### config.mk
export PLATFORM = sky130hd
export DESIGN_NAME = polyline_band_clipper_flat
export DESIGN_NICKNAME = d
export VERILOG_FILES = /design/src/hw/rtl/pbc_pkg.sv /design/src/hw/rtl/pbc_if.sv /design/src/hw/rtl/polyline_band_clipper.sv /design/src/flat_wrapper.sv
export VERILOG_INCLUDE_DIRS = /design/src /design/src/hw/rtl
export SDC_FILE = /design/constraint.sdc
export NUM_CORES = 2
export LEC_CHECK = 0
export ABC_AREA = 1
export ABC_CLOCK_PERIOD_IN_PS = 9800
export BUFFER_PORTS_ARGS = -buffer_cell sky130_fd_sc_hd__buf_2
export CELL_PAD_IN_SITES_DETAIL_PLACEMENT = 1
export CELL_PAD_IN_SITES_GLOBAL_PLACEMENT = 2
export CORE_MARGIN = 3
export CORE_UTILIZATION = 33
export DETAILED_ROUTE_END_ITERATION = 10
export PLACE_DENSITY_LB_ADDON = 0.1
export REMOVE_ABC_BUFFERS = 1
export SLEW_MARGIN = 20
export SYNTH_ARGS = -nofsm -noshare
export SYNTH_HDL_FRONTEND = slang
export SYNTH_SLANG_ARGS = --single-unit
### constraint.sdc
create_clock -name clk -period 9.8 [get_ports clk]
set_input_delay 0 -clock clk [delete_from_list [all_inputs] [get_ports clk]]
set_output_delay 0 -clock clk [all_outputs]
set_load 0.01 [all_outputs]
### src/hw/rtl/polyline_band_clipper_defines.svh
// ----------------------------------------------------------------------------
// polyline_band_clipper_defines.svh
// Assertion macros for the polyline band clipper.
// ----------------------------------------------------------------------------
`ifndef POLYLINE_BAND_CLIPPER_DEFINES_SVH
`define POLYLINE_BAND_CLIPPER_DEFINES_SVH

`ifndef ASSERT_OFF

// a must never hold
`define PBC_ASSERT_NEVER(label, clk, rst, a) \
  label: assert property (@(posedge clk) disable iff (rst) !(a)) \
    else $error("never condition seen");

// a implies b in the same cycle
`define PBC_ASSERT_IMPLY(label, clk, rst, a, b) \
  label: assert property (@(posedge clk) disable iff (rst) (a) |-> (b)) \
    else $error("implication failed");

// a implies b on the next cycle
`define PBC_ASSERT_NEXT(label, clk, rst, a, b) \
  label: assert property (@(posedge clk) disable iff (rst) (a) |=> (b)) \
    else $error("next-cycle implication failed");

`else

`define PBC_ASSERT_NEVER(label, clk, rst, a)
`define PBC_ASSERT_IMPLY(label, clk, rst, a, b)
`define PBC_ASSERT_NEXT(label, clk, rst, a, b)

`endif

`endif

### src/hw/rtl/pbc_pkg.sv
// ----------------------------------------------------------------------------
// pbc_pkg
// Command codes, register indexes and graph constants of the band clipper.
// ----------------------------------------------------------------------------
package pbc_pkg;

  typedef logic [1:0] cmd_t;

  localparam cmd_t CMD_MOVE   = 2'd0;
  localparam cmd_t CMD_DRAW   = 2'd1;
  localparam cmd_t CMD_STROKE = 2'd2;

  localparam int CFG_INDEX_WIDTH = 4;
  typedef logic [CFG_INDEX_WIDTH-1:0] cfg_index_t;

  localparam cfg_index_t REG_X_LOW  = 4'd0;
  localparam cfg_index_t REG_X_HIGH = 4'd1;
  localparam cfg_index_t REG_Y_LOW  = 4'd2;
  localparam cfg_index_t REG_Y_HIGH = 4'd3;

  localparam int GRAPH_SPAN_X = 1400;
  localparam int GRAPH_SPAN_Y = 1000;
  localparam int GRAPH_OFFSET = 100;

endpackage

### src/hw/rtl/pbc_if.sv
// ----------------------------------------------------------------------------
// pbc_if
// Handshake channels of the band clipper: points in, commands out, config.
// ----------------------------------------------------------------------------
interface pbc_point_if #(parameter int COORD_WIDTH = 32);
  logic                          valid;
  logic                          ready;
  logic signed [COORD_WIDTH-1:0] point_x;
  logic signed [COORD_WIDTH-1:0] point_y;
  logic                          first_point;
  logic                          final_point;
  modport source (output valid, point_x, point_y, first_point, final_point, input ready);
  modport sink   (input valid, point_x, point_y, first_point, final_point, output ready);
endinterface

interface pbc_cmd_if #(parameter int COORD_WIDTH = 32);
  logic                          valid;
  logic                          ready;
  logic [1:0]                    command;
  logic signed [COORD_WIDTH-1:0] page_x;
  logic signed [COORD_WIDTH-1:0] page_y;
  logic                          run_end;
  modport source (output valid, command, page_x, page_y, run_end, input ready);
  modport sink   (input valid, command, page_x, page_y, run_end, output ready);
endinterface

interface pbc_cfg_if #(parameter int COORD_WIDTH = 32);
  logic                   valid;
  logic                   ready;
  logic [3:0]             index;
  logic [COORD_WIDTH-1:0] data;
  modport source (output valid, index, data, input ready);
  modport sink   (input valid, index, data, output ready);
endinterface

### src/hw/rtl/polyline_band_clipper.sv
// ----------------------------------------------------------------------------
// polyline_band_clipper
// Maps polyline points to page coordinates and clips each segment against
// the band 100..1100 in y, emitting move, draw and stroke commands.
// ----------------------------------------------------------------------------
// channel | dir | beat
// point   | in  | point_x, point_y, first_point, final_point
// cmd     | out | command, page_x, page_y, run_end (1..3 beats per point)
// cfg     | in  | index, data (x_low, x_high, y_low, y_high)
//
// One shared add/subtract unit does shift-add multiply and then restoring
// division on MW-bit operands, MW = max(W,FB)+12 (44 at Q16.16).
// A point runs two mappings plus one crossing when a band edge is passed;
// each is a multiply, then a division unless the divisor is zero.
// Points are taken only when idle; command beats hold while cmd stalls.
// Reset is synchronous and restores the default ranges (0.0 .. 1.0).
// ----------------------------------------------------------------------------
`include "polyline_band_clipper_defines.svh"

module polyline_band_clipper #(
  parameter int COORD_WIDTH   = 32,
  parameter int FRACTION_BITS = 16
) (
  input logic    clk,
  input logic    rst,
  pbc_point_if.sink   point,
  pbc_cmd_if.source   cmd,
  pbc_cfg_if.sink     cfg
);
  import pbc_pkg::*;

  localparam int W  = COORD_WIDTH;
  localparam int FB = FRACTION_BITS;
  // working width: holds any coordinate difference and span << FB
  localparam int MW = ((W > FB) ? W : FB) + 12;
  localparam int PW = 2 * MW;
  localparam int CW = $clog2(PW + 1);

  localparam logic signed [MW-1:0] LO_E   = MW'(GRAPH_OFFSET) << FB;
  localparam logic signed [MW-1:0] HI_E   = MW'(GRAPH_OFFSET + GRAPH_SPAN_Y) << FB;
  localparam logic        [MW-1:0] SPAN_X = MW'(GRAPH_SPAN_X) << FB;
  localparam logic        [MW-1:0] SPAN_Y = MW'(GRAPH_SPAN_Y) << FB;
  localparam logic        [MW-1:0] ONE_E  = MW'(1) << FB;
  localparam logic signed [W-1:0]  MAX_W  = {1'b0, {(W-1){1'b1}}};
  localparam logic signed [W-1:0]  MIN_W  = {1'b1, {(W-1){1'b0}}};

  // sequencer states
  localparam logic [2:0] S_IDLE = 3'd0;
  localparam logic [2:0] S_MUL  = 3'd1;
  localparam logic [2:0] S_DIV  = 3'd2;
  localparam logic [2:0] S_FIN  = 3'd3;
  localparam logic [2:0] S_PLAN = 3'd4;
  localparam logic [2:0] S_FILL = 3'd5;
  localparam logic [2:0] S_OUT  = 3'd6;

  // job codes for the shared unit
  localparam logic [1:0] J_MAPX  = 2'd0;
  localparam logic [1:0] J_MAPY  = 2'd1;
  localparam logic [1:0] J_CROSS = 2'd2;

  // segment cases
  localparam logic [1:0] C_MOVE  = 2'd0;
  localparam logic [1:0] C_DRAW  = 2'd1;
  localparam logic [1:0] C_EXIT  = 2'd2;
  localparam logic [1:0] C_ENTER = 2'd3;

  function automatic logic signed [MW-1:0] sx(input logic [W-1:0] v);
    return {{(MW-W){v[W-1]}}, v};
  endfunction

  function automatic logic [MW-1:0] dmag(input logic signed [MW-1:0] a,
                                         input logic signed [MW-1:0] b);
    return (a >= b) ? MW'(a - b) : MW'(b - a);
  endfunction

  function automatic logic signed [W-1:0] clamp_e(input logic signed [MW-1:0] v);
    if (v > sx(MAX_W)) return MAX_W;
    if (v < sx(MIN_W)) return MIN_W;
    return v[W-1:0];
  endfunction

  localparam logic signed [W-1:0] BASE_W = clamp_e(LO_E);

  // configuration
  logic [W-1:0] x_low, x_high, y_low, y_high;

  // item and state
  logic [W-1:0] in_y;
  logic         first_q, final_q;
  logic [W-1:0] nx, ny, prev_x, prev_y, cx;
  logic         have_previous;
  logic [1:0]   seg_case;
  logic         edge_hi;

  // shared unit
  logic [2:0]    state;
  logic [1:0]    job;
  logic [MW-1:0] hi, lo, b_op, c_op, r;
  logic [W:0]    q;
  logic          q_ovf, neg;
  logic [W-1:0]  base;
  logic [CW-1:0] cnt;

  // result beats
  cmd_t         ent_cmd [3];
  logic [W-1:0] ent_x [3];
  logic [W-1:0] ent_y [3];
  logic [1:0]   n_ent, k;

  // datapath
  logic [MW:0]          add_s, div_s;
  logic                 div_ge;
  logic signed [W+2:0]  off_s, base_x, q_x, max_x, min_x;
  logic signed [W-1:0]  off_res;
  logic signed [MW-1:0] ny_e, py_e, edge_e;
  logic                 out_n, out_p, in_n, in_p;
  logic                 stroke_beat, stroke_zero;

  assign add_s  = {1'b0, hi} + ((lo[0]) ? {1'b0, b_op} : '0);
  assign div_s  = {r, hi[MW-1]};
  assign div_ge = (div_s >= {1'b0, c_op});

  // base +/- quotient, three guard bits so the sum never wraps
  assign base_x = $signed({{3{base[W-1]}}, base});
  assign q_x    = $signed({2'b00, q});
  assign max_x  = $signed({3'b000, MAX_W});
  assign min_x  = $signed({3'b111, MIN_W});

  always_comb begin
    if (!neg) begin
      off_s = base_x + q_x;
      if (q_ovf || off_s > max_x) off_res = MAX_W;
      else off_res = off_s[W-1:0];
    end else begin
      off_s = base_x - q_x;
      if (q_ovf || off_s < min_x) off_res = MIN_W;
      else off_res = off_s[W-1:0];
    end
  end

  assign ny_e   = sx(ny);
  assign py_e   = sx(prev_y);
  assign edge_e = edge_hi ? HI_E : LO_E;
  assign out_n  = (ny_e > HI_E) || (ny_e < LO_E);
  assign out_p  = (py_e > HI_E) || (py_e < LO_E);
  assign in_n   = (ny_e > LO_E) && (ny_e < HI_E);
  assign in_p   = (py_e > LO_E) && (py_e < HI_E);

  assign point.ready = (state == S_IDLE);
  assign cfg.ready   = 1'b1;
  assign cmd.valid   = (state == S_OUT);
  assign cmd.command = ent_cmd[k];
  assign cmd.page_x  = ent_x[k];
  assign cmd.page_y  = ent_y[k];
  assign cmd.run_end = (k == n_ent - 2'd1);

  // configuration writes; indexes beyond the list are dropped
  always_ff @(posedge clk) begin
    if (rst) begin
      x_low  <= '0;
      x_high <= ONE_E[W-1:0];
      y_low  <= '0;
      y_high <= ONE_E[W-1:0];
    end else if (cfg.valid && cfg.ready) begin
      case (cfg.index)
        REG_X_LOW:  x_low  <= cfg.data;
        REG_X_HIGH: x_high <= cfg.data;
        REG_Y_LOW:  y_low  <= cfg.data;
        REG_Y_HIGH: y_high <= cfg.data;
        default: ;
      endcase
    end
  end

  // sequencer
  always_ff @(posedge clk) begin
    if (rst) begin
      state         <= S_IDLE;
      have_previous <= 1'b0;
      prev_x        <= '0;
      prev_y        <= '0;
      k             <= '0;
      n_ent         <= '0;
    end else begin
      case (state)
        S_IDLE: begin
          if (point.valid) begin
            in_y    <= point.point_y;
            first_q <= point.first_point;
            final_q <= point.final_point;
            // map x job
            job  <= J_MAPX;
            lo   <= dmag(sx(point.point_x), sx(x_low));
            hi   <= '0;
            b_op <= SPAN_X;
            c_op <= dmag(sx(x_high), sx(x_low));
            neg  <= (sx(point.point_x) < sx(x_low)) != (sx(x_high) < sx(x_low));
            base <= BASE_W;
            cnt  <= '0;
            state <= S_MUL;
          end
        end
        S_MUL: begin
          {hi, lo} <= {add_s, lo[MW-1:1]};
          if (cnt == CW'(MW - 1)) begin
            cnt   <= '0;
            r     <= '0;
            q     <= '0;
            q_ovf <= 1'b0;
            // empty range: offset by zero
            state <= (c_op == '0) ? S_FIN : S_DIV;
          end else begin
            cnt <= cnt + 1'b1;
          end
        end
        S_DIV: begin
          {hi, lo} <= {hi[MW-2:0], lo, 1'b0};
          r        <= div_ge ? MW'(div_s - {1'b0, c_op}) : div_s[MW-1:0];
          q        <= {q[W-1:0], div_ge};
          q_ovf    <= q_ovf | q[W];
          if (cnt == CW'(PW - 1)) state <= S_FIN;
          else cnt <= cnt + 1'b1;
        end
        S_FIN: begin
          case (job)
            J_MAPX: begin
              nx   <= off_res;
              job  <= J_MAPY;
              lo   <= dmag(sx(in_y), sx(y_low));
              hi   <= '0;
              b_op <= SPAN_Y;
              c_op <= dmag(sx(y_high), sx(y_low));
              neg  <= (sx(in_y) < sx(y_low)) != (sx(y_high) < sx(y_low));
              base <= BASE_W;
              cnt  <= '0;
              state <= S_MUL;
            end
            J_MAPY: begin
              ny    <= off_res;
              state <= S_PLAN;
            end
            default: begin
              cx    <= off_res;
              state <= S_FILL;
            end
          endcase
        end
        S_PLAN: begin
          if (first_q || !have_previous) begin
            seg_case <= C_MOVE;
            state    <= S_FILL;
          end else if (!out_n && !out_p) begin
            seg_case <= C_DRAW;
            state    <= S_FILL;
          end else if ((out_n && in_p) || (out_p && in_n)) begin
            // crossing: the edge passed is the one beyond the outside end
            seg_case <= out_n ? C_EXIT : C_ENTER;
            edge_hi  <= out_n ? (ny_e > HI_E) : (py_e > HI_E);
            job      <= J_CROSS;
            lo       <= dmag(sx(nx), sx(prev_x));
            hi       <= '0;
            b_op     <= dmag(out_n ? ((ny_e > HI_E) ? HI_E : LO_E)
                                   : ((py_e > HI_E) ? HI_E : LO_E), py_e);
            c_op     <= dmag(ny_e, py_e);
            neg      <= ((sx(nx) < sx(prev_x)) !=
                         ((out_n ? ((ny_e > HI_E) ? HI_E : LO_E)
                                 : ((py_e > HI_E) ? HI_E : LO_E)) < py_e))
                        != (ny_e < py_e);
            base     <= prev_x;
            cnt      <= '0;
            state    <= S_MUL;
          end else begin
            seg_case <= C_MOVE;
            state    <= S_FILL;
          end
        end
        S_FILL: begin
          case (seg_case)
            C_EXIT: begin
              ent_cmd[0] <= CMD_DRAW; ent_x[0] <= cx; ent_y[0] <= clamp_e(edge_e);
              ent_cmd[1] <= CMD_MOVE; ent_x[1] <= nx; ent_y[1] <= ny;
            end
            C_ENTER: begin
              ent_cmd[0] <= CMD_MOVE; ent_x[0] <= cx; ent_y[0] <= clamp_e(edge_e);
              ent_cmd[1] <= CMD_DRAW; ent_x[1] <= nx; ent_y[1] <= ny;
            end
            C_DRAW: begin
              ent_cmd[0] <= CMD_DRAW; ent_x[0] <= nx; ent_y[0] <= ny;
            end
            default: begin
              ent_cmd[0] <= CMD_MOVE; ent_x[0] <= nx; ent_y[0] <= ny;
            end
          endcase
          if (final_q) begin
            if (seg_case == C_EXIT || seg_case == C_ENTER) begin
              ent_cmd[2] <= CMD_STROKE; ent_x[2] <= '0; ent_y[2] <= '0;
              n_ent <= 2'd3;
            end else begin
              ent_cmd[1] <= CMD_STROKE; ent_x[1] <= '0; ent_y[1] <= '0;
              n_ent <= 2'd2;
            end
          end else begin
            n_ent <= (seg_case == C_EXIT || seg_case == C_ENTER) ? 2'd2 : 2'd1;
          end
          prev_x        <= nx;
          prev_y        <= ny;
          have_previous <= !final_q;
          k             <= '0;
          state         <= S_OUT;
        end
        S_OUT: begin
          if (cmd.ready) begin
            if (k == n_ent - 2'd1) state <= S_IDLE;
            else k <= k + 2'd1;
          end
        end
        default: state <= S_IDLE;
      endcase
    end
  end

  // checks
  assign stroke_beat = cmd.valid && (cmd.command == CMD_STROKE);
  assign stroke_zero = (cmd.page_x == '0) && (cmd.page_y == '0);

  `PBC_ASSERT_NEVER(a_no_overlap, clk, rst, point.ready && cmd.valid)
  `PBC_ASSERT_IMPLY(a_stroke_ends, clk, rst, stroke_beat, cmd.run_end)
  `PBC_ASSERT_IMPLY(a_stroke_zero, clk, rst, stroke_beat, stroke_zero)
  `PBC_ASSERT_NEXT(a_busy_after_take, clk, rst, point.valid && point.ready, !point.ready)

endmodule

### src/flat_wrapper.sv
// flat-port wrapper written by rule: the top's interface ports become plain ports
module polyline_band_clipper_flat import pbc_pkg::*;
#(
  parameter int COORD_WIDTH   = 32,
  parameter int FRACTION_BITS = 16
)
  (clk, rst, point_valid, point_point_x, point_point_y, point_first_point, point_final_point, point_ready, cmd_valid, cmd_command, cmd_page_x, cmd_page_y, cmd_run_end, cmd_ready, cfg_valid, cfg_index, cfg_data, cfg_ready);
  pbc_point_if #(.COORD_WIDTH(COORD_WIDTH)) point_i ();
  pbc_cmd_if #(.COORD_WIDTH(COORD_WIDTH)) cmd_i ();
  pbc_cfg_if #(.COORD_WIDTH(COORD_WIDTH)) cfg_i ();
  input logic clk;
  input logic rst;
  input wire logic [$bits(point_i.valid)-1:0] point_valid;
  input wire logic [$bits(point_i.point_x)-1:0] point_point_x;
  input wire logic [$bits(point_i.point_y)-1:0] point_point_y;
  input wire logic [$bits(point_i.first_point)-1:0] point_first_point;
  input wire logic [$bits(point_i.final_point)-1:0] point_final_point;
  output wire logic [$bits(point_i.ready)-1:0] point_ready;
  output wire logic [$bits(cmd_i.valid)-1:0] cmd_valid;
  output wire logic [$bits(cmd_i.command)-1:0] cmd_command;
  output wire logic [$bits(cmd_i.page_x)-1:0] cmd_page_x;
  output wire logic [$bits(cmd_i.page_y)-1:0] cmd_page_y;
  output wire logic [$bits(cmd_i.run_end)-1:0] cmd_run_end;
  input wire logic [$bits(cmd_i.ready)-1:0] cmd_ready;
  input wire logic [$bits(cfg_i.valid)-1:0] cfg_valid;
  input wire logic [$bits(cfg_i.index)-1:0] cfg_index;
  input wire logic [$bits(cfg_i.data)-1:0] cfg_data;
  output wire logic [$bits(cfg_i.ready)-1:0] cfg_ready;
  assign point_i.valid = point_valid;
  assign point_i.point_x = point_point_x;
  assign point_i.point_y = point_point_y;
  assign point_i.first_point = point_first_point;
  assign point_i.final_point = point_final_point;
  assign point_ready = point_i.ready;
  assign cmd_valid = cmd_i.valid;
  assign cmd_command = cmd_i.command;
  assign cmd_page_x = cmd_i.page_x;
  assign cmd_page_y = cmd_i.page_y;
  assign cmd_run_end = cmd_i.run_end;
  assign cmd_i.ready = cmd_ready;
  assign cfg_i.valid = cfg_valid;
  assign cfg_i.index = cfg_index;
  assign cfg_i.data = cfg_data;
  assign cfg_ready = cfg_i.ready;
  polyline_band_clipper #(.COORD_WIDTH(COORD_WIDTH), .FRACTION_BITS(FRACTION_BITS)) u_core (.clk(clk), .rst(rst), .point(point_i), .cmd(cmd_i), .cfg(cfg_i));
endmodule
==> impl_metrics.tcl <==
set metrics [dict create \
    status "finished clean" \
    period_minus_slack_ns 4.704 \
    wl_um 358200 \
    via_per_inst 5.419 \
    ioPinCount 177 \
    dp_hpwl_um 296300 \
    finalCritPeriodShare_pct 48.00 \
    dr.pass1.iters 6 \
    worstSkewPairLatency_ns 0.81 \
    timing.hold.ws_ns 0.2016 \
    ant_nets 0 \
    hp-start "cfg_data[31]" \
    mostFrequentLayoutCell "nand2_1" \
    hold_viol 0 \
    cts_max_level 3 \
    powerDensity_mw_per_mm2 223.4 \
    r2r-end "u_core.b_op[20]" \
    synthToLayoutAreaGrowth_pct 11.53 \
    p_leak_nw 35.88 \
    cts_root_buf "clkbuf_16" \
    synth_flop_cell "edfxtp_1" \
    relSlewSlack_pct 20.22 \
    crit_required_ns 10.31 \
    crit_buf_inv 5 \
    yosys_register_bits 751 \
    port_buffers 175 \
    path_max_fanout 32 \
    drv_cap 0 \
    critPathArrivalTime_ns 5.21 \
    r2r-start "u_core.prev_y[1]" \
    clock_skew_ns 0.08239 \
    hold_end "u_core.y_high[31]" \
    finalNetCount 11200 \
    drt_iter0_markers 5285 \
    drc_errors 0 \
    postSynthCellCount 10454 \
    crit_type "reg -> reg" \
    gp_congestion 1.038 \
    critPathTopFamily "simple AND/OR/NAND/NOR gates" \
    cp_common_cell "nand2_1" \
    synth_cell_types 59 \
    grt_max_degree 96 \
    ff2ff_setup_slack_ns 5.10 \
    synth-edff-count 483 \
    cts_tree "done" \
    holdCritPathClass "in -> reg" \
    grt_overflow 0 \
    grt_util_all_layers_pct 32.21 \
    cts_buffers 100 \
    synth_area_mm2 0.06886 \
    finalSetupViolations 0 \
    die-area_mm2 0.2142 \
    grt_setup_unrepaired "no" \
    cts_sinks 751 \
    max-vdd-ir-drop_v 0.0001642 \
    crit_path_top_delay_cell "inv_2" \
    finalPower_mw 17.16 \
    synth.avg_cell_area_um2 6.587 \
    rows 167 \
    post_drt_wl_per_cell_um 26.71 \
    dp_slack_ns 5.203 \
    start_util_pct 33.22 \
    postLayoutCoreUtil_pct 37.05 \
    cts_setup_buffers 0 \
    clk_pin_slew_ns 0.07 \
    r2r_cells 25 \
    die_w_um 462.8 \
    timing.final.ws_setup_ns 5.096 \
    via_count 72668 \
    fillCellCount 26568 \
    core_mm2 0.2073 \
    worstSetupEndpointType "register" \
    clock_path_buffers 3 \
    grt_pass1_vias 74596 \
    drive_gt1_share_pct 4.976 \
    critPathLaunchType "register" \
    tightest_slew_ns 1.197 \
    slowest_delay_ns 0.51 \
    async_flop_share_pct 0 \
    yosysWarningCount 0 \
    yosysSeqAreaShare_pct 28.86 \
    grt_pass1_wl_um 515800 \
    antenna_found_initial 37 \
    holdPathStages 4 \
    die_h_um 462.8 \
    max_freq_ghz 0.2126 \
    most-common-layout-cells "2528 x nand2_1, 1475 x inv_1, 1079 x a21oi_1, 958 x nor2_1, 879 x o21ai_0" \
    slew_viol_final 0 \
]
[power breakdown]
group | leakage [nW] | switching, mW | internal (mW) | total (mW)
clock network | 1.74 | 1.71 | 2.36 | 4.07
registers | 6.68 | 0.439 | 4.28 | 4.72
logic | 27.5 | 6.14 | 2.23 | 8.37
[synthesized netlist by cell type (3+ instances only)]
library cell | number | area share, %
a211oi_1 | 6 | 0.065
a21boi_0 | 14 | 0.15
a21o_1 | 54 | 0.59
a21oi_1 | 1080 | 7.8
a21oi_2 | 5 | 0.064
a31oi_1 | 32 | 0.29
and2_1 | 6 | 0.055
and3_1 | 4 | 0.036
buf_1 | 20 | 0.11
buf_2 | 85 | 0.62
buf_4 | 10 | 0.11
buf_6 | 16 | 0.26
clkbuf_1 | 191 | 1.0
clkbuf_2 | 53 | 0.39
dfxtp_1 | 268 | 7.8
edfxtp_1 | 483 | 21
fa_1 | 17 | 0.49
ha_1 | 553 | 10
inv_1 | 1479 | 8.1
inv_2 | 15 | 0.082
nand2_1 | 2530 | 14
nand2_2 | 20 | 0.18
nand2_4 | 6 | 0.098
nand3_1 | 758 | 5.5
nand3_2 | 13 | 0.19
nand3b_1 | 12 | 0.13
nand4_1 | 178 | 1.6
nor2_1 | 968 | 5.3
nor2_2 | 12 | 0.11
nor3_1 | 99 | 0.72
nor4_1 | 18 | 0.16
o211ai_1 | 31 | 0.34
o21a_1 | 42 | 0.46
o21ai_0 | 880 | 6.4
o21ai_1 | 21 | 0.15
o21bai_1 | 63 | 0.69
o22ai_1 | 43 | 0.39
o31ai_1 | 3 | 0.033
or2_2 | 26 | 0.24
xnor2_1 | 73 | 0.93
xor2_1 | 245 | 3.1
[state kept, by name, summed over array words and instances, names as in the netlist, 33 cells and up, named ones only]
signal / cells
u_core.hi: 44
u_core.q: 33
u_core.lo: 44
u_core.b_op: 44
u_core.ent_y: 64
u_core.r: 44
u_core.ent_x: 64
u_core.c_op: 33
[metrics by stage]
stage	area [um2]	setup TNS, ns	instances
2_1_floorplan	67100	-226.08	10078
3_3_place_gp	72030	0	13097
3_5_place_dp	72030	0	13097
4_1_cts	76740	0	13398
5_1_grt	76770	0	13402
6_report	76790	0	13410
[layer usage]
layer	vias to the layer above	GRT usage [%]	wire length (um)
li1	34471	-	-
met1	35962	43.48	163500
met2	1794	53.55	165600
met3	431	3.548	16640
met4	10	10.52	12390
met5	-	0	76
[worst reg2reg max path, stage by stage (launching register included)]
cell and delay (ns):
dfxtp_1 0.35, inv_1 0.19, ha_1 0.31, inv_1 0.10, nor3_1 0.28, nand3_1 0.17, nor2_1 0.23, nand3_1 0.10
nand2_1 0.13, o21ai_0 0.17, ha_1 0.38, inv_1 0.12, nor2_1 0.11, nand2_1 0.09, nor2_1 0.19, inv_2 0.06
nor2_1 0.14, a21oi_2 0.06, nand2_1 0.10, nor2_2 0.05, inv_2 0.51, nand3_1 0.18, o21ai_0 0.13, nand2_1 0.09
nand4_1 0.09, nand2_1 0.06
[logic make-up after synthesis]
kind of cell / count (synthesis) / synth area share (%)
adders and majority gates: 570 / 10.54
DFF: 751 / 28.86
other: 1 / 0.005446
buffers and inverters: 1872 / 10.71
and+or+nand+nor: 4659 / 28.26
xor gates and xnor gates: 318 / 4.045
AOI/OAI and AO/OA: 2283 / 17.59
[cell type report]
type | instances | area [um2] | area share [%]
well taps | 2788 | 3488 | 4.542
diodes | 11 | 27.53 | 0.03584
inverters | 1496 | 5620 | 7.319
clock inverters | 48 | 683.2 | 0.8896
multi-input cells | 7831 | 41740 | 54.35
repair buffers | 343 | 2447 | 3.187
flip-flops and latches | 751 | 19870 | 25.88
clock buffers | 142 | 2914 | 3.795
[what timing repair did]
item,4_1_cts,5_1_grt
endpoints found under the hold margin,172,0
gates resized for setup,0,0
hold buffers,111,0
[how the worst max path moves through the flow]
stage	startpoint	to	slack [ns]	depth (start not counted)
finish	u_core.prev_y[1]	u_core.b_op[20]	5.10	25
global route	u_core.prev_y[1]	u_core.b_op[26]	4.63	24
CTS	u_core.prev_y[1]	u_core.b_op[20]	5.11	25
detailed placement	u_core.prev_y[1]	u_core.b_op[20]	5.20	25
global placement	u_core.prev_y[1]	u_core.b_op[10]	5.23	23
floorplan	u_core.state[1]	u_core.b_op[0]	-1.34	6
Power figures use the tool's default switching activity.
